$ cat src/hw/rtl/i2cram_pkg.sv
// Package for the I2C register access master: item kinds, queue beat type, constants.
// No dependencies; imported by i2cram_front, i2cram_engine and the top level.
package i2cram_pkg;

    localparam int WRITE_BUF_DEPTH_DEF = 16;
    localparam logic [15:0] HALF_DELAY_RESET = 16'd20;
    localparam logic [7:0] ACK_TIMEOUT_RESET = 8'd100;
    localparam logic [7:0] MSB_MASK = 8'h80;
    localparam logic RD_BIT = 1'b1;

    localparam logic CFG_HALF_DELAY = 1'b0;
    localparam logic CFG_ACK_TIMEOUT = 1'b1;

    typedef enum logic [1:0] {
        K_TICK  = 2'd0,
        K_LOAD  = 2'd1,
        K_WRITE = 2'd2,
        K_READ  = 2'd3
    } t_kind;

    // one classified input beat as it sits in the queue
    typedef struct packed {
        logic       is_tick;
        logic       is_load;
        logic       is_start;
        logic       is_read;
        logic       sda_in;
        logic [6:0] dev_addr;
        logic [7:0] reg_addr;
        logic [7:0] data_byte;
        logic [7:0] byte_count;
        logic       sccb_split;
    } t_item;

endpackage

$ cat src/hw/rtl/i2cram_ram.sv
// Generic single-port-write, single-read RAM with registered read data.
// No dependencies.
module i2cram_ram #(
    parameter int WIDTH = 8,
    parameter int DEPTH = 16,
    parameter int AW = (DEPTH > 1) ? $clog2(DEPTH) : 1
) (
    input  logic             i_clk,
    input  logic             i_we,
    input  logic [AW-1:0]    i_waddr,
    input  logic [WIDTH-1:0] i_wdata,
    input  logic [AW-1:0]    i_raddr,
    output logic [WIDTH-1:0] o_rdata
);
    logic [WIDTH-1:0] r_mem [DEPTH];
    logic [WIDTH-1:0] r_rdata;

    always_ff @(posedge i_clk) begin
        if (i_we) begin
            r_mem[i_waddr] <= i_wdata;
        end
        r_rdata <= r_mem[i_raddr];
    end

    assign o_rdata = r_rdata;
endmodule

$ cat src/hw/rtl/i2cram_front.sv
// Front end: accepts input beats, classifies the kind, holds them in a two-entry queue.
// Depends on i2cram_pkg.
module i2cram_front
    import i2cram_pkg::*;
(
    input  logic        i_clk,
    input  logic        i_rst_n,
    input  logic        i_valid,
    output logic        o_ready,
    input  logic [1:0]  i_kind,
    input  logic [39:0] i_data,
    output logic        o_head_valid,
    output t_item       o_head,
    input  logic        i_pop
);
    t_item r_q [2];
    logic r_wp, r_rp;
    logic [1:0] r_cnt;
    t_item w_in;
    t_kind w_kind;
    logic w_push;

    assign w_kind = t_kind'(i_kind);

    always_comb begin
        w_in.is_tick    = (w_kind == K_TICK);
        w_in.is_load    = (w_kind == K_LOAD);
        w_in.is_start   = (w_kind == K_WRITE) || (w_kind == K_READ);
        w_in.is_read    = (w_kind == K_READ);
        w_in.sda_in     = i_data[0];
        w_in.dev_addr   = i_data[7:1];
        w_in.reg_addr   = i_data[15:8];
        w_in.data_byte  = i_data[23:16];
        w_in.byte_count = i_data[31:24];
        w_in.sccb_split = i_data[32];
    end

    assign o_ready = (r_cnt != 2'd2);
    assign w_push = i_valid && o_ready;
    assign o_head_valid = (r_cnt != 2'd0);
    assign o_head = r_q[r_rp];

    always_ff @(posedge i_clk) begin
        if (!i_rst_n) begin
            r_wp <= 1'b0;
            r_rp <= 1'b0;
            r_cnt <= 2'd0;
        end else begin
            if (w_push) begin
                r_wp <= ~r_wp;
            end
            if (i_pop) begin
                r_rp <= ~r_rp;
            end
            r_cnt <= r_cnt + {1'b0, w_push} - {1'b0, i_pop};
        end
        if (w_push) begin
            r_q[r_wp] <= w_in;
        end
    end
endmodule

$ cat src/hw/rtl/i2cram_engine.sv
// Back end: bus phase sequencer, write buffer, config registers and output register.
// Depends on i2cram_pkg and i2cram_ram.
module i2cram_engine
    import i2cram_pkg::*;
#(
    parameter int WRITE_BUF_DEPTH = WRITE_BUF_DEPTH_DEF
) (
    input  logic        i_clk,
    input  logic        i_rst_n,
    input  logic        i_cfg_we,
    input  logic        i_cfg_addr,
    input  logic [15:0] i_cfg_wdata,
    input  logic        i_head_valid,
    input  t_item       i_head,
    output logic        o_pop,
    output logic        o_valid,
    input  logic        i_ready,
    output logic [15:0] o_data,
    output logic        o_last
);
    localparam int AW = (WRITE_BUF_DEPTH > 1) ? $clog2(WRITE_BUF_DEPTH) : 1;
    localparam int FW = $clog2(WRITE_BUF_DEPTH + 1);
    localparam logic [FW-1:0] FULL = FW'(WRITE_BUF_DEPTH);

    typedef enum logic [4:0] {
        PH_IDLE, PH_ST1, PH_ST2, PH_TX1, PH_TX2, PH_TX3, PH_AK1, PH_AK2, PH_AKP,
        PH_RX1, PH_RX2, PH_RK1, PH_RK2, PH_SP1, PH_SP2, PH_MS1, PH_MS2,
        PH_ES1, PH_ES2
    } t_phase;

    typedef enum logic [2:0] {
        SG_ADDRW, SG_REG, SG_DATA, SG_ADDRR, SG_READ
    } t_stage;

    t_phase r_phase, n_phase;
    t_stage r_stage, n_stage;
    logic [15:0] r_timer, n_timer;
    logic [3:0] r_bit, n_bit;
    logic [7:0] r_shreg, n_shreg;
    logic [7:0] r_left, n_left;
    logic [7:0] r_polls, n_polls;
    logic [FW-1:0] r_fill, n_fill;
    logic [FW-1:0] r_pos, n_pos;
    logic [6:0] r_dev, n_dev;
    logic [7:0] r_reg, n_reg;
    logic [1:0] r_mode, n_mode;
    logic [15:0] r_half;
    logic [7:0] r_ato;

    logic r_ovalid;
    logic [15:0] r_odata, n_odata;
    logic r_olast, n_olast;

    logic w_we;
    logic [7:0] w_rdata;
    logic w_next_write, w_advance;
    logic w_scl, w_so, w_drv, w_rv, w_rl, w_done, w_err;
    logic [7:0] w_rd;
    logic [15:0] w_len;

    i2cram_ram #(.WIDTH(8), .DEPTH(WRITE_BUF_DEPTH), .AW(AW)) u_wbuf (
        .i_clk   (i_clk),
        .i_we    (w_we),
        .i_waddr (r_fill[AW-1:0]),
        .i_wdata (i_head.data_byte),
        .i_raddr (r_pos[AW-1:0]),
        .o_rdata (w_rdata)
    );

    assign o_pop = i_head_valid && (!r_ovalid || i_ready);
    assign w_len = (r_half == 16'd0) ? 16'd1 : r_half;

    always_comb begin
        n_phase = r_phase; n_stage = r_stage; n_timer = r_timer; n_bit = r_bit;
        n_shreg = r_shreg; n_left = r_left; n_polls = r_polls; n_fill = r_fill;
        n_pos = r_pos; n_dev = r_dev; n_reg = r_reg; n_mode = r_mode;
        w_we = 1'b0; w_next_write = 1'b0; w_advance = 1'b0;
        w_scl = 1'b1; w_so = 1'b1; w_drv = 1'b0;
        w_rv = 1'b0; w_rd = 8'd0; w_rl = 1'b0; w_done = 1'b0; w_err = 1'b0;

        if (!i_head.is_tick) begin
            if (r_phase == PH_IDLE) begin
                if (i_head.is_load) begin
                    if (r_fill < FULL) begin
                        w_we = o_pop;
                        n_fill = r_fill + FW'(1);
                    end
                end else if (i_head.is_start) begin
                    n_dev = i_head.dev_addr;
                    n_reg = i_head.reg_addr;
                    n_stage = SG_ADDRW;
                    n_pos = '0;
                    n_bit = 4'd0;
                    n_polls = 8'd0;
                    if (!i_head.is_read) begin
                        n_mode = 2'b00;
                        n_left = ({1'b0, i_head.byte_count} < 9'(r_fill))
                               ? i_head.byte_count : 8'(r_fill);
                    end else begin
                        n_mode = {i_head.sccb_split, 1'b1};
                        n_left = (i_head.byte_count == 8'd0) ? 8'd1 : i_head.byte_count;
                    end
                    n_phase = PH_ST1;
                    n_timer = 16'd0;
                end
            end
        end else begin
            case (r_phase)
                PH_ST1: begin w_scl = 1'b1; w_so = 1'b1; w_drv = 1'b1; end
                PH_ST2: begin w_scl = 1'b1; w_so = 1'b0; w_drv = 1'b1; end
                PH_TX1, PH_TX3: begin
                    w_scl = 1'b0; w_so = |(r_shreg & MSB_MASK); w_drv = 1'b1;
                end
                PH_TX2: begin w_scl = 1'b1; w_so = |(r_shreg & MSB_MASK); w_drv = 1'b1; end
                PH_AK1, PH_RX1: w_scl = 1'b0;
                PH_RK1: begin w_scl = 1'b0; w_so = (r_left == 8'd0); w_drv = 1'b1; end
                PH_RK2: begin w_scl = 1'b1; w_so = (r_left == 8'd0); w_drv = 1'b1; end
                PH_SP1, PH_MS1, PH_ES1: begin w_scl = 1'b0; w_so = 1'b0; w_drv = 1'b1; end
                PH_SP2, PH_MS2, PH_ES2: begin w_scl = 1'b1; w_so = 1'b1; w_drv = 1'b1; end
                default: ;
            endcase

            if (r_phase == PH_AKP) begin
                if (!i_head.sda_in) begin
                    // acknowledged: move on by stage
                    case (r_stage)
                        SG_ADDRW: begin
                            n_shreg = r_reg; n_stage = SG_REG; n_bit = 4'd0;
                            n_phase = PH_TX1; n_timer = 16'd0;
                        end
                        SG_REG: begin
                            if (r_mode[0]) begin
                                n_stage = SG_ADDRR;
                                n_phase = r_mode[1] ? PH_MS1 : PH_ST1;
                                n_timer = 16'd0;
                            end else begin
                                w_next_write = 1'b1;
                            end
                        end
                        SG_DATA: w_next_write = 1'b1;
                        SG_ADDRR: begin
                            n_stage = SG_READ; n_bit = 4'd0; n_shreg = 8'd0;
                            n_phase = PH_RX1; n_timer = 16'd0;
                        end
                        default: begin n_phase = PH_SP1; n_timer = 16'd0; end
                    endcase
                end else if (r_polls >= r_ato) begin
                    n_phase = PH_ES1; n_timer = 16'd0;
                end else begin
                    n_polls = r_polls + 8'd1;
                end
            end else if (r_phase != PH_IDLE) begin
                if (r_phase == PH_RX2 && r_timer == 16'd0 && r_bit < 4'd8) begin
                    n_shreg = {r_shreg[6:0], i_head.sda_in};
                    n_bit = r_bit + 4'd1;
                    if (n_bit == 4'd8) begin
                        w_rv = 1'b1;
                        w_rd = n_shreg;
                        w_rl = (r_left <= 8'd1);
                        if (r_left != 8'd0) begin
                            n_left = r_left - 8'd1;
                        end
                    end
                end
                if ({1'b0, r_timer} + 17'd1 >= {1'b0, w_len}) begin
                    w_advance = 1'b1;
                end else begin
                    n_timer = r_timer + 16'd1;
                end
            end

            if (w_advance) begin
                n_timer = 16'd0;
                case (r_phase)
                    PH_ST1: n_phase = PH_ST2;
                    PH_ST2: begin
                        n_shreg = {r_dev, (r_stage == SG_ADDRR) ? RD_BIT : 1'b0};
                        n_bit = 4'd0;
                        n_phase = PH_TX1;
                    end
                    PH_TX1: n_phase = PH_TX2;
                    PH_TX2: n_phase = PH_TX3;
                    PH_TX3: begin
                        n_shreg = {r_shreg[6:0], 1'b0};
                        n_bit = r_bit + 4'd1;
                        if (n_bit >= 4'd8) begin
                            n_polls = 8'd0;
                            n_phase = PH_AK1;
                        end else begin
                            n_phase = PH_TX1;
                        end
                    end
                    PH_AK1: n_phase = PH_AK2;
                    PH_AK2: n_phase = PH_AKP;
                    PH_RX1: n_phase = PH_RX2;
                    PH_RX2: n_phase = (n_bit >= 4'd8) ? PH_RK1 : PH_RX1;
                    PH_RK1: n_phase = PH_RK2;
                    PH_RK2: begin
                        if (r_left != 8'd0) begin
                            n_bit = 4'd0; n_shreg = 8'd0; n_phase = PH_RX1;
                        end else begin
                            n_phase = PH_SP1;
                        end
                    end
                    PH_SP1: n_phase = PH_SP2;
                    PH_MS1: n_phase = PH_MS2;
                    PH_MS2: n_phase = PH_ST1;
                    PH_ES1: n_phase = PH_ES2;
                    PH_SP2, PH_ES2: begin
                        if (!r_mode[0]) begin
                            n_fill = '0;
                        end
                        n_phase = PH_IDLE;
                        w_done = 1'b1;
                        w_err = (r_phase == PH_ES2);
                    end
                    default: n_phase = PH_IDLE;
                endcase
            end

            if (w_next_write) begin
                n_timer = 16'd0;
                if (r_left == 8'd0) begin
                    n_phase = PH_SP1;
                end else begin
                    n_shreg = w_rdata;
                    n_pos = r_pos + FW'(1);
                    n_left = r_left - 8'd1;
                    n_stage = SG_DATA;
                    n_bit = 4'd0;
                    n_phase = PH_TX1;
                end
            end
        end

        n_odata = {1'b0, w_err, w_done, w_rd, w_rv, (n_phase != PH_IDLE), w_drv, w_so, w_scl};
        n_olast = w_rl;
        if (!o_pop) begin
            n_odata = r_odata;
            n_olast = r_olast;
        end
    end

    always_ff @(posedge i_clk) begin
        if (!i_rst_n) begin
            r_phase <= PH_IDLE;
            r_stage <= SG_ADDRW;
            r_timer <= 16'd0;
            r_bit <= 4'd0;
            r_shreg <= 8'd0;
            r_left <= 8'd0;
            r_polls <= 8'd0;
            r_fill <= '0;
            r_pos <= '0;
            r_dev <= 7'd0;
            r_reg <= 8'd0;
            r_mode <= 2'b00;
            r_half <= HALF_DELAY_RESET;
            r_ato <= ACK_TIMEOUT_RESET;
            r_ovalid <= 1'b0;
        end else begin
            if (o_pop) begin
                r_phase <= n_phase; r_stage <= n_stage; r_timer <= n_timer;
                r_bit <= n_bit; r_shreg <= n_shreg; r_left <= n_left;
                r_polls <= n_polls; r_fill <= n_fill; r_pos <= n_pos;
                r_dev <= n_dev; r_reg <= n_reg; r_mode <= n_mode;
                r_ovalid <= 1'b1;
            end else if (i_ready) begin
                r_ovalid <= 1'b0;
            end
            if (i_cfg_we) begin
                case (i_cfg_addr)
                    CFG_HALF_DELAY: r_half <= i_cfg_wdata;
                    CFG_ACK_TIMEOUT: r_ato <= i_cfg_wdata[7:0];
                    default: ;
                endcase
            end
        end
        r_odata <= n_odata;
        r_olast <= n_olast;
    end

    assign o_valid = r_ovalid;
    assign o_data = r_odata;
    assign o_last = r_olast;
endmodule

$ cat src/hw/rtl/i2c_register_access_master_core.sv
// Top level of the I2C register access master: front queue plus bus engine.
// Depends on i2cram_pkg, i2cram_front, i2cram_engine (and i2cram_ram below it).
//
// Each input beat is one bus tick (or a command: load a write byte, start a write or
// read transaction) and yields exactly one output beat with the SCL/SDA levels for
// that tick plus status. One beat per clock is sustained: the front queue (two
// entries) and the output register let input and output stall independently, and the
// engine retires one beat per cycle whenever the output register is free or being
// drained. An accepted beat is registered in the front queue, then in the output register.
// Config writes (half_delay, ack_timeout) take effect on the next edge; issue them only
// while no beat is in flight. The write buffer is a small RAM prefetched by its read
// pointer, so no clearing pass is needed.
module i2c_register_access_master_core
    import i2cram_pkg::*;
#(
    parameter int WRITE_BUF_DEPTH = WRITE_BUF_DEPTH_DEF
) (
    input  logic        i_clk,
    input  logic        i_rst_n,
    // config port: index 0 half_delay, index 1 ack_timeout
    input  logic        i_cfg_we,
    input  logic        i_cfg_addr,
    input  logic [15:0] i_cfg_wdata,
    input  logic        i_s_axis_tvalid,
    output logic        o_s_axis_tready,
    // tdata: sda_in[0], dev_addr[7:1], reg_addr[15:8], data_byte[23:16],
    //        byte_count[31:24], sccb_split[32], zero fill[39:33]
    input  logic [39:0] i_s_axis_tdata,
    // tuser: kind[1:0]
    input  logic [1:0]  i_s_axis_tuser,
    output logic        o_m_axis_tvalid,
    input  logic        i_m_axis_tready,
    // tdata: scl[0], sda_out[1], sda_drive[2], busy_res[3], read_valid[4],
    //        read_data[12:5], done_res[13], ack_error[14], zero fill[15]
    output logic [15:0] o_m_axis_tdata,
    // tlast: read_last
    output logic        o_m_axis_tlast
);
    logic  w_head_valid;
    t_item w_head;
    logic  w_pop;

    i2cram_front u_front (
        .i_clk        (i_clk),
        .i_rst_n      (i_rst_n),
        .i_valid      (i_s_axis_tvalid),
        .o_ready      (o_s_axis_tready),
        .i_kind       (i_s_axis_tuser),
        .i_data       (i_s_axis_tdata),
        .o_head_valid (w_head_valid),
        .o_head       (w_head),
        .i_pop        (w_pop)
    );

    i2cram_engine #(.WRITE_BUF_DEPTH(WRITE_BUF_DEPTH)) u_engine (
        .i_clk        (i_clk),
        .i_rst_n      (i_rst_n),
        .i_cfg_we     (i_cfg_we),
        .i_cfg_addr   (i_cfg_addr),
        .i_cfg_wdata  (i_cfg_wdata),
        .i_head_valid (w_head_valid),
        .i_head       (w_head),
        .o_pop        (w_pop),
        .o_valid      (o_m_axis_tvalid),
        .i_ready      (i_m_axis_tready),
        .o_data       (o_m_axis_tdata),
        .o_last       (o_m_axis_tlast)
    );
endmodule

$ cat config.mk
export PLATFORM = sky130hd
export DESIGN_NAME = i2c_register_access_master_core
export DESIGN_NICKNAME = d
export VERILOG_FILES = /design/src/hw/rtl/i2cram_pkg.sv /design/src/hw/rtl/i2cram_ram.sv /design/src/hw/rtl/i2cram_front.sv /design/src/hw/rtl/i2cram_engine.sv /design/src/hw/rtl/i2c_register_access_master_core.sv
export SDC_FILE = /design/constraint.sdc
export NUM_CORES = 1
export LEC_CHECK = 0
export ABC_AREA = 1
export CAP_MARGIN = 0
export CORE_MARGIN = 2
export CORE_UTILIZATION = 40
export CTS_BUF_LIST = sky130_fd_sc_hd__clkbuf_4
export CTS_CLUSTER_SIZE = 8
export DETAILED_ROUTE_END_ITERATION = 10
export DONT_BUFFER_PORTS = 1
export PLACE_DENSITY = 0.63
export SKIP_CTS_REPAIR_TIMING = 1
export SLEW_MARGIN = 10
export SYNTH_ARGS = -nofsm -noshare
export SYNTH_HDL_FRONTEND = slang
export SYNTH_SLANG_ARGS = --single-unit
export TNS_END_PERCENT = 50
$ cat constraint.sdc
create_clock -name i_clk -period 3.9 [get_ports i_clk]
set_clock_uncertainty 0.15 [all_clocks]
set_input_delay 0.78 -clock i_clk [delete_from_list [all_inputs] [get_ports i_clk]]
set_output_delay 0.78 -clock i_clk [all_outputs]
set_load 0.01 [all_outputs]
; ---- Word level (Yosys, flattened, before mapping)
; Memories as Yosys holds them, arrays and structs flattened. A register that Yosys moved wholly into a read port is not among the register bits.
; Index checks and enable logic that the tools add are counted.
[totals]
register_bits = 124
ram_bits = 202
input_bits = 64
out_inout_bits = 19
word_cells = 262
n_memories = 2
[memory_table]
columns = name, depth, width, rd, rd_ports_with_merged_regs, wr, line
row1 = u_engine.u_wbuf.r_mem, 16, 8, 1, 1, 1, i2cram_ram.sv:15  ; logic [WIDTH-1:0] r_mem [DEPTH];
row2 = u_front.r_q, 2, 37, 1, 1, 1, i2cram_front.sv:16  ; t_item r_q [2];
[op_classes]
add_sub_neg = 9
magnitude_cmp = 8
eq_ne = 37
mux = 131
bitwise_logic = 8
reduce_logical = 42
[op_table]
columns = operator, count
row1 = $mux 8, 32
row2 = $mux 16, 13
row3 = $mux 5, 23
row4 = $pmux 5 s15, 1
row5 = $mux 4, 16
row6 = $eq 5x4->1 const B, 8
row7 = $mux 3, 11
row8 = $logic_not 16->1, 2
row9 = $pmux 16 s2, 1
row10 = $mux 1, 25
row11 = $pmux 8 s3, 1
row12 = $eq 5x3->1 const B, 4
row13 = $pmux 5 s4, 1
row14 = $add 16x1->17 const B, 1
row15 = $ge 17x16->1, 1
row16 = $add 16x1->16 const B, 1
row17 = $logic_not 8->1, 2
row18 = $pmux 8 s2, 1
row19 = $eq 5x5->1 const B, 3
row20 = $reduce_or 13->1, 1
row21 = $ne 2x2->1 const B, 6
row22 = $ne 6x6->1 const B, 2
row23 = $pmux 4 s3, 1
row24 = $reduce_bool 2->1, 6
row25 = other kinds (47), 72

; ---- Longest topological paths before layout
; Gate-level depths: netlist of run 1.
[depth]
ltp_word = 14
ltp_mapped = 26
depth_no_buf = 25

; ---- Modules after synthesis
; From an unflattened synthesis of run 1, not the netlist that was laid out.
[hier_totals]
cells_unflattened = 1891
hier_area_um2 = 16792.4
[modules_own_cells]
columns = module, n_inst, cells_per_inst, area_each_um2, seq_area_each_um2
row1 = i2cram_engine, 1, 1186, 7958.9, 2542.4
row2 = i2cram_ram, 1, 551, 5766.8, 4003.8
row3 = i2cram_front, 1, 154, 3066.7, 2322.2

; ---- Least setup slack after synthesis of run 1
; OpenSTA, ideal clock, no wires.
[synth_path]
path_type = register -> register
start = register u_engine.r_timer[0]
end = register u_engine.r_odata[3], in the netlist u_engine.o_data[3] (data pin)
setup_ns = 0.254
arrival_ns = 2.915
required_ns = 3.496
setup_slack_ns = 0.581
stages_incl_launch_ff = 27
path_buffers = 1
period_less_slack_ns = 3.319
cell_sequence = dfxtp_1 > ha_1 > nand3_2 > nor2_4 > nand4_2 > nor3_1 > xor2_1 > inv_1 > ha_1 > nand2_1 > nor2_1 > inv_1 > nor2_1 > nand2_1 > nand2_1 > nand2_1 > nand2_1 > nand2_1 > nand2_4 > nand2_4 > buf_6 > nand2_1 > nand2_1 > o21ai_1 > inv_1 > nor2_1 > nand2_1
[synth_between]
elab_chain_len = 14
elab_cells_between_ends = 20
cone_classes = add/sub: 1 / order compare: 2 / mux: 13 / reduce/logical: 4
[synth_rtl]
columns = element, line
row1 = from (decl), i2cram_engine.sv:37  ; logic [15:0] r_timer, n_timer;
row2 = from (signal assigned), i2cram_engine.sv:263  ; r_phase <= n_phase; r_stage <= n_stage; r_timer <= n_timer;
row3 = branches (longest 10 deep; another with $add 16x1->17), n/a
row4 = $mux 5 (*), i2cram_engine.sv:172  ; if (w_advance) begin
row5 = $mux 5 (*), i2cram_engine.sv:221  ; if (w_next_write) begin
row6 = $mux 5 (*), i2cram_engine.sv:81  ; if (!i_head.is_tick) begin
row7 = $reduce_bool 5->1 (*), i2cram_engine.sv:236  ; n_odata = {1'b0, w_err, w_done, w_rd, w_rv, (n_phase != PH_IDLE), w_drv, w_so, w_scl};
row8 = to (signal assigned), i2cram_engine.sv:279  ; r_odata <= n_odata;
row9 = to (decl), i2cram_engine.sv:51  ; logic [15:0] r_odata, n_odata;
; Mark *: on every way between the ends. The select of a mux whose other input is x is not followed.
; A chain may end at the register's enable or synchronous reset.

; ---- Worst setup path in the final report of run 1
[layout_path]
start = register u_engine.r_timer[1]
end = register u_engine.r_odata[3], in the netlist u_engine.o_data[3] (data pin)
; Same word-level chain as after synthesis.

==> results.json, run 1 <==
{
  "hold_violations": 0,
  "tritoncts": "built",
  "r2r_end": "u_engine.o_data[3]",
  "setup.worst_path.end": "u_engine.o_data[3]",
  "hp-class": "in2reg",
  "ys_ff_latch": 334,
  "largest_register": "u_engine.u_wbuf.r_mem",
  "std_cell_rows": 72,
  "via_per_inst": 5.33,
  "port_buffers": 0,
  "irDropWorstVdd_mv": 0.399,
  "synth.largest_area_cell": "edfxtp_1",
  "reg2reg_from": "u_engine.r_timer[1]",
  "post_dp_cell_area_um2": 16400,
  "largest_reg_flops": 128,
  "grt_pass1_wl_um": 63000,
  "cts-buffers-inserted": 88,
  "clkSinkCount": 334,
  "areaGrowthSynthToFinish_pct": 14.1,
  "grt_antenna_before_repair": 2,
  "fin_area_um2": 18100,
  "die_x_um": 203,
  "report.power.total_w": 0.0102,
  "period_needed_ps": 3530,
  "dr.pass1.iters": 7,
  "met1_usage_pct": 26.3,
  "clk_latency_ps": 770,
  "io_pins": 83,
  "use_met2_pct": 30.7,
  "syn_inst": 1684,
  "switchingPower_w": 0.00360,
  "start_util_pct": 40.8,
  "p_comb_share_pct": 25.4,
  "synth_cell_types": 65,
  "busiest_layer": "met2",
  "reg_top3": "u_engine.u_wbuf.r_mem (128), u_front.r_q (74)",
  "use_met3_pct": 4.11,
  "cp-start-kind": "flip-flop",
  "grt_pass1_vias": 11800,
  "cell_internal_pwr_w": 0.00664,
  "utilization_pct": 46.6,
  "ys_warn_count": 0,
  "slew_violations": 0,
  "first_iter_violations": 1055,
  "tns_ps": 0,
  "synth_top_area_share_pct": 41.3,
  "synthTopCellsByArea": "edfxtp_1 (41%), dfxtp_1 (15%), nand2_1 (8.4%)",
  "startpoint": "u_engine.r_timer[1]",
  "status": "complete, no violations",
  "synth.avg_cell_area_um2": 9.41,
  "arrival_ps": 3880,
  "synth_fp_nets": 1789,
  "ff2ff_path_depth": 25,
  "root_buffer": "clkbuf_4",
  "syn_area_um2": 15800,
  "seqPwrFrac_pct": 44.8,
  "critical_path.max_fanout": 7,
  "dieArea_um2": 41200,
  "die_height_um": 203,
  "routed_wl_um": 41200,
  "synth_flop_cell": "edfxtp_1",
  "p_clk_share_pct": 29.9,
  "powerDensity_nw_per_um2": 566,
  "power_switching_share_pct": 35.1,
  "vias": 12600,
  "ff2ff_setup_slack_ps": 370,
  "grtUsageTotal_pct": 19.4,
  "ys_seq_area_share_pct": 56.0,
  "place_ws_ps": 89.1,
  "setup_slack_ps": 367,
  "place.gp.congestion": 0.892,
  "timing.slew.headroom_pct": 44.4,
  "cts_buffer_depth": 3,
  "worst_pin_slew_ps": 812,
  "nFillCells": 3644,
  "fin_nets": 1884,
  "path_clk_slew_ps": 60,
  "grt_max_degree": 66,
  "dpl.hpwl_um": 26600,
  "cts-htree-levels": 3,
  "crit_type": "reg2reg",
  "required_ps": 4250,
  "fmax_mhz": 283,
  "async_reset_ff_share_pct": 0,
  "end_kind": "flip-flop",
  "grt_overflow": 0,
  "post-route-period-util_pct": 90.6,
  "static-leakage-power_nw": 6.91,
  "core_um2": 38800,
  "setup_viol": 0,
  "ant_nets": 0,
  "drc_errors": 0,
  "drv_cap": 0,
  "post_drt_wl_per_cell_um": 17.4,
  "synth-edff-count": 218,
  "drive_gt1_share_pct": 13.0
}
==> worst min-delay path by stage <==
| stage | end | startpoint | cells past startpoint | slack (ps) |
|---|---|---|---|---|
| 5_1_grt | u_front.r_q[0][36] | i_s_axis_tuser[0] | 1 | -10 |
| 6_report | u_engine.r_half[9] | i_rst_n | 2 | 20 |
| 3_5_place_dp | u_front.r_rp | u_front.r_rp | 1 | 300 |
| 3_3_place_gp | u_front.r_rp | u_front.r_rp | 1 | 290 |
| 2_1_floorplan | flip-flop | u_front.r_rp | 1 | 280 |
| 4_1_cts | u_front.r_q[1][5] | i_s_axis_tdata[28] | 0 | -130 |
==> layout make-up <==
class,instances,area [um2],share of cell area (%)
antenna,3,7.51,0.0415
clock buffer,131,983,5.44
clock inverter,27,144,0.796
inverter,164,622,3.44
multi-input combinational,1117,6120,33.8
sequential,334,8870,49.1
tap,518,648,3.58
timing repair buffer,74,686,3.79
==> cells in the mapped netlist (19+ instances only) <==
cell type  number
o221ai_1       25
nand2_1       354
mux2i_1        27
clkbuf_1       46
o21ai_0       112
ha_1           41
a31oi_1        21
edfxtp_1      218
nor2_1        168
nand4_1        25
a21oi_1        99
nand3_1        69
xor2_1         22
o211ai_1       19
dfxtp_1       116
inv_1         148
==> power by group through the flow <==
stage / logic (W) / clock network, W / registers (W)
3_3_place_gp: 0.00243 / 0 / 0.00464
5_1_grt: 0.00286 / 0.00333 / 0.00462
4_1_cts: 0.00249 / 0.00314 / 0.00458
2_1_floorplan: 0.00176 / 0 / 0.00457
6_report: 0.00259 / 0.00306 / 0.00458
3_5_place_dp: 0.00249 / 0 / 0.00465
==> metal layers <==
metal	wire length (um)	share of wire, %
met5	0	0
met2	18900	46
met4	894	2.2
met1	18300	44
met3	3080	7.5
==> kinds of logic (layout without fill, tap and decap cells) <==
family,count (synthesis),count (layout),share of synthesized area (%)
and+or+nand+nor,692,692,19.2
AOI/OAI and AO/OA,330,330,12.6
xor gates and xnor gates,26,26,1.44
buffers and inverters,233,396,5.79
DFF,334,334,56.0
muxes,27,27,1.71
adders and majority gates,41,41,3.24
other,1,4,0.0237
==> metrics by stage <==
stage | hold WS [ps] | std cells
2_1_floorplan | 276 | 1684
4_1_cts | -133 | 2316
3_3_place_gp | 286 | 2158
6_report | 24.3 | 2368
3_5_place_dp | 295 | 2158
5_1_grt | -12.7 | 2367
==> cells in the final DEF, fill, tap and decap left out, types with 24 or more instances in the layout <==
cell type,count
o21ai_0,112
dfxtp_1,113
clkinv_1,24
mux2i_1,27
nor2_1,165
inv_1,148
edfxtp_1,218
nand2_1,353
nand4_1,25
nand3_1,68
dlygate4sd3_1,42
a21oi_1,98
buf_4,30
ha_1,40
o221ai_1,25
clkbuf_4,131
==> critical path, stage by stage, from the launching register on <==
cell and delay (ps):
dfxtp_2 350, ha_2 200, nand3_2 120, nor2_4 130, nand4_2 120, buf_4 180, nor2_1 120, xor2_1 230
ha_1 280, nand2_1 60, nand2_1 40, nand2_1 50, nand2_1 50, a21oi_1 110, nand2_1 80, nand2_1 50
nand2_1 60, nand2_1 100, nand2_4 120, buf_4 170, nand4_1 100, nand2_1 90, nor2_2 120, nand2_1 70
nor2_1 100, nand2_1 50
(Power assumes the default switching activity.)
==> run 2, diff against run 1 <==
SYNTH_HIERARCHICAL = 1   (was unset)
==> run 2 against run 1 <==
Against the previous run:
- clock power about the same
- routed wire length increased by 3.1%
- hold slack improved by 16 ps
- cell count increased by 10%
- synthesized cell count increased by 12%
- global-route usage decreased by 0.24 points
- power increased by 7.0%
- largest power group unchanged
==> results.json, run 2 <==
{
  "die_x_um": 209,
  "grt_max_degree": 69,
  "place.gp.congestion": 0.906,
  "fin_nets": 2095,
  "synthSimpleGateAreaFrac_pct": 22.4,
  "p_comb_share_pct": 30.0,
  "start_util_pct": 40.3,
  "setup_slack_ps": 214,
  "port_buffers": 0,
  "post_drt_wl_per_cell_um": 16.3,
  "irDropWorstVdd_mv": 0.353,
  "crit_type": "reg2reg",
  "synth_top_family_by_area": "simple AND/OR/NAND/NOR gates",
  "ff2ff_setup_slack_ps": 210,
  "root_buffer": "clkbuf_4",
  "cts-htree-levels": 3,
  "largest_register": "u_engine/u_wbuf/r_mem",
  "synth_flop_cell": "edfxtp_1",
  "powerDensity_nw_per_um2": 573,
  "setup_viol": 0,
  "first_iter_violations": 1046,
  "synthTopCellsByArea": "edfxtp_1 (39%), dfxtp_1 (14%), nand2_1 (9.6%)",
  "ys_warn_count": 6,
  "grtUsageTotal_pct": 19.1,
  "worst_pin_slew_ps": 765,
  "largest_reg_flops": 128,
  "nFillCells": 4042,
  "drc_errors": 0,
  "synth_cell_types": 60,
  "cpMostUsedCell": "nand2_1",
  "synthXorXnorAreaFrac_pct": 0.991,
  "max_stage_delay_ps": 370,
  "synth.largest_area_cell": "edfxtp_1",
  "grt_pass1_wl_um": 65700,
  "dr.pass1.iters": 5,
  "grt_antenna_before_repair": 2,
  "std_cell_rows": 75,
  "fin_area_um2": 19100,
  "period_needed_ps": 3690,
  "required_ps": 4310,
  "grt_pass1_vias": 12600,
  "cp_top_family": "simple AND/OR/NAND/NOR gates",
  "synth_top_area_share_pct": 39.0,
  "ys_seq_area_share_pct": 52.8,
  "hold_violations": 0,
  "synth-edff-count": 218,
  "reg_top3": "u_engine/u_wbuf/r_mem (128), u_front/r_q (74)",
  "end_kind": "flip-flop",
  "path_clk_slew_ps": 70,
  "tritoncts": "built",
  "synth.area.mux_share_pct": 3.15,
  "post-route-period-util_pct": 94.5,
  "arrival_ps": 4090,
  "fmax_mhz": 271,
  "cts_buffer_depth": 3,
  "place_ws_ps": 42.4,
  "layout_common_cells": "nand2_1 (427), inv_1 (257), edfxtp_1 (218)",
  "core_um2": 41700,
  "via_per_inst": 5.07,
  "critical_path_buf_inv_count": 3,
  "synth_compound_area_share_pct": 8.70,
  "drive_gt1_share_pct": 14.8,
  "ys_ff_latch": 334,
  "power_switching_share_pct": 36.6,
  "grt_overflow": 0,
  "synth_fa_ha_area_share_pct": 2.76,
  "die_height_um": 209,
  "routed_wl_um": 42400,
  "status": "complete, no violations",
  "synthTopCellsByCount": "nand2_1 (429), inv_1 (258), edfxtp_1 (218)",
  "cts-buffers-inserted": 88,
  "ant_nets": 0,
  "syn_area_um2": 16800,
  "critical_path.max_fanout": 8,
  "synth.avg_cell_area_um2": 8.88,
  "vias": 13200,
  "post_dp_cell_area_um2": 17300,
  "static-leakage-power_nw": 8.06,
  "slew_violations": 0,
  "cell_internal_pwr_w": 0.00695,
  "cp_slowest_cell": "dfxtp_4",
  "clkSinkCount": 334,
  "clk_latency_ps": 840,
  "io_pins": 83,
  "path_cells": "inv_2, nor3_4, nand2_2, nor2_4, nand2_2, nor2_4, nand3_4, nor4_4, xor2_1, ha_1, buf_4, nand4_1, nor2_2, nor2_2, nand3_4, buf_8, nand3_1, nand3_2, nand2_1, nand2_1, nor2_1, nand2_1",
  "drv_cap": 0,
  "syn_inst": 1891,
  "dieArea_um2": 43600,
  "hp-class": "in2reg",
  "async_reset_ff_share_pct": 0,
  "seqPwrFrac_pct": 41.8,
  "p_clk_share_pct": 28.2,
  "dpl.hpwl_um": 28000,
  "cp-start-kind": "flip-flop",
  "utilization_pct": 45.8,
  "synth_fp_nets": 1992,
  "areaGrowthSynthToFinish_pct": 13.7,
  "switchingPower_w": 0.00400,
  "final_common_cell": "nand2_1",
  "yosysMostFrequentCell": "nand2_1",
  "timing.slew.headroom_pct": 48.9
}
==> run 2: cell count changes after synthesis, sizes merged, moves of 8 or more <==
cell	delta
mux2i	-27
nand2	+75
nand3	+87
mux2	+37
o21ai	-13
clkbuf	-20
o22ai	+13
inv	+118
nor2	-14
o221ai	-24
o32ai	-8
buf	+22
a31oi	-12
==> run 2: final timing paths <==
kind,start,to,cells past startpoint
worst max-delay path,u_engine/r_timer[2],u_engine/o_data[3],22
worst min-delay path,i_rst_n,u_engine/r_ato[0],2
worst max register to register,u_engine/r_timer[2],u_engine/o_data[3],22
worst min register to register,u_engine/r_shreg[7],u_engine/r_shreg[7],2
==> run 2: cell type report <==
| type | instances | area, um2 | area share, % |
|---|---|---|---|
| well taps | 539 | 674 | 3.53 |
| repair buffers | 84 | 781 | 4.09 |
| flip-flops and latches | 334 | 8880 | 46.5 |
| multi-input cells | 1201 | 6530 | 34.2 |
| inverters | 285 | 1070 | 5.61 |
| clock buffers | 122 | 916 | 4.80 |
| diodes | 3 | 7.51 | 0.0393 |
| clock inverters | 40 | 238 | 1.24 |
==> run 2: power by group through the flow <==
stage / Combinational [W] / Sequential, W / Clock [W]
floorplan: 0.00237 / 0.00457 / 0
global placement: 0.00314 / 0.00465 / 0
detailed placement: 0.00318 / 0.00466 / 0
CTS: 0.00320 / 0.00459 / 0.00319
global route: 0.00360 / 0.00462 / 0.00337
finish: 0.00328 / 0.00458 / 0.00309
==> run 2: routing by layer <==
layer | part of all wire, % | vias up | track usage [%]
li1 | - | 6550 | -
met2 | 48 | 448 | 31.3
met3 | 6.5 | 64 | 4.67
met1 | 43 | 6161 | 24.6
met4 | 2.2 | 0 | 7.09
met5 | 0 | - | 0
==> run 2: cell families (layout without fill, tap and decap cells) <==
family / after synthesis / in the layout
other: 1 / 4
xor gates and xnor gates: 19 / 19
buffers and inverters: 356 / 531
DFF: 334 / 334
adders and majority gates: 37 / 37
AOI/OAI and AO/OA: 265 / 265
and+or+nand+nor: 842 / 842
muxes: 37 / 37
==> run 2: worst register-to-register path: cells and delay by family (launching register included) <==
| family | cells | cell delay [ps] |
|---|---|---|
| simple gates | 17 | 1940 |
| xor+xnor | 1 | 270 |
| buf+inv | 3 | 360 |
| flops | 1 | 370 |
| fa+ha+maj | 1 | 320 |
==> run 2: metrics by stage <==
step,std cells,setup TNS (ps),hold WS (ps),total power [W]
6_report,2608,0,39.8,0.0110
5_1_grt,2608,-248,-6.14,0.0116
4_1_cts,2552,-4.32,-192,0.0110
3_5_place_dp,2390,0,307,0.00784
3_3_place_gp,2390,0,302,0.00779
2_1_floorplan,1891,0,280,0.00694
==> run 3, diff against run 2 <==
CAP_MARGIN = unset   (was 0)
MAX_ROUTING_LAYER = met4   (was unset)
==> run 3 against run 2 <==
Against the previous run:
- sequential share of layout area shrank 0.083 points
- combinational power is essentially flat
- final area grew 0.15%
- critical path type unchanged
- core utilization grew 0.069 points
- highest routed layer unchanged
- sequential power is essentially flat
- hold slack gained 10 ps
- count of clock-buffer cells in the layout grew 22
- critical endpoint unchanged
==> results.json, run 3 (same netlist as run 2, synthesis figures left out) <==
{
  "status": "complete, no violations",
  "powerDensity_nw_per_um2": 581,
  "static-leakage-power_nw": 8.11,
  "drc_errors": 0,
  "layout_common_cells": "nand2_1 (426), inv_1 (257), edfxtp_1 (218)",
  "drive_gt1_share_pct": 15.3,
  "grt_max_degree": 69,
  "port_buffers": 0,
  "vias": 13200,
  "first_iter_violations": 1064,
  "grtUsageTotal_pct": 19.8,
  "post-route-period-util_pct": 95.1,
  "place.gp.congestion": 0.924,
  "path_cells": "inv_2, nor3_4, nand2_2, nor2_2, nand2_2, nor2_4, nand3_4, nor4_4, xor2_1, ha_1, buf_4, nand4_1, nand2_1, nor2_1, nand3_2, nand2_4, inv_4, nand2_1, nand2_1, nand2_1, o21ai_1, nor2_2, nand2_1",
  "post_drt_wl_per_cell_um": 16.3,
  "whs_ps": 49.8,
  "largest_reg_flops": 128,
  "arrival_ps": 4080,
  "grt_pass1_wl_um": 66000,
  "die_height_um": 209,
  "drv_cap": 0,
  "hp-class": "in2reg",
  "start_util_pct": 40.3,
  "cts_buffer_depth": 3,
  "slew_violations": 0,
  "io_pins": 83,
  "dr.pass1.iters": 6,
  "period_needed_ps": 3710,
  "required_ps": 4270,
  "dp_cells": 2389,
  "areaGrowthSynthToFinish_pct": 13.9,
  "cts-buffers-inserted": 89,
  "crit_type": "reg2reg",
  "tritoncts": "built",
  "post_dp_cell_area_um2": 17200,
  "fin_nets": 2096,
  "clk_latency_ps": 820,
  "cp-start-kind": "flip-flop",
  "fin_area_um2": 19100,
  "timing.slew.headroom_pct": 22.4,
  "dieArea_um2": 43600,
  "instances_no_fill": 2610,
  "root_buffer": "clkbuf_4",
  "grt_antenna_before_repair": 2,
  "ant_nets": 0,
  "critical_path.max_fanout": 7,
  "cp_slowest_cell": "dfxtp_4",
  "dpl.hpwl_um": 28100,
  "grt_overflow": 0,
  "clkSinkCount": 334,
  "max_stage_delay_ps": 370,
  "final_common_cell": "nand2_1",
  "setup_viol": 0,
  "end_kind": "flip-flop",
  "path_clk_slew_ps": 60,
  "cpMostUsedCell": "nand2_1",
  "largest_register": "u_engine/u_wbuf/r_mem",
  "hold_violations": 0,
  "worst_pin_slew_ps": 1160,
  "std_cell_rows": 75,
  "fmax_mhz": 270,
  "via_per_inst": 5.07,
  "irDropWorstVdd_mv": 0.320,
  "grt_pass1_vias": 12500,
  "reg_top3": "u_engine/u_wbuf/r_mem (128), u_front/r_q (74)",
  "die_x_um": 209,
  "cts-htree-levels": 3,
  "core_um2": 41700,
  "routed_wl_um": 42400
}
[run 3: layer usage]
metal  part of all wire [%]  vias up  track usage, %  wire length, um
met1                     43     6151            24.6            18300
li1                       -     6550               -                -
met5                      0        -               -                0
met2                     48      439            31.9            20300
met4                    2.3        0            7.04              995
met3                    6.5       96            4.30             2760
[run 3: path summary, 6_finish.rpt]
kind / startpoint / endpoint / slack [ps] / cells past startpoint
worst max-delay path: u_engine/r_timer[2] / u_engine/o_data[3] / 190 / 23
worst min-delay path: i_cfg_wdata[5] / u_engine/r_half[5] / 50 / 2
worst max register to register: u_engine/r_timer[2] / u_engine/o_data[3] / 190 / 23
worst min register to register: u_engine/r_shreg[1] / u_engine/r_shreg[1] / 320 / 2
[run 3: cell type report]
type | instances | area, um2
Fill cell | 4016 | 22500
Sequential cell | 334 | 8880
Multi-Input combinational cell | 1201 | 6490
Clock buffer | 144 | 1080
Inverter | 285 | 1070
Timing Repair Buffer | 84 | 773
Tap cell | 539 | 674
Clock inverter | 20 | 151
Antenna cell | 3 | 7.51
[run 3: worst max-delay path: cells and delay by family, from the launching register on]
kind,cells,cell delay (ps)
flip-flops,1,370
AO/OA/AOI/OAI,1,70
XOR/XNOR,1,280
AND/OR/NAND/NOR,17,2000
buffers and inverters,3,260
adder cells (fa/ha/maj),1,320
[run 3: power by group]
part / internal, W / switching (W)
Combinational: 0.000985 / 0.00227
Sequential: 0.00433 / 0.000248
Clock: 0.00181 / 0.00148
Total: 0.00713 / 0.00399
[run 3: through the flow]
step / total power, W / setup TNS [ps] / setup slack [ps] / utilization [%]
final: 0.0111 / 0 / 192 / 45.9
after global routing: 0.0118 / -872 / -96.1 / 45.9
after CTS: 0.0112 / 0 / 27.0 / 44.4
after detailed placement: 0.00780 / 0 / 47.4 / 41.4
after global placement: 0.00775 / 0 / 85.4 / 41.4
after floorplan: 0.00694 / 0 / 562 / -
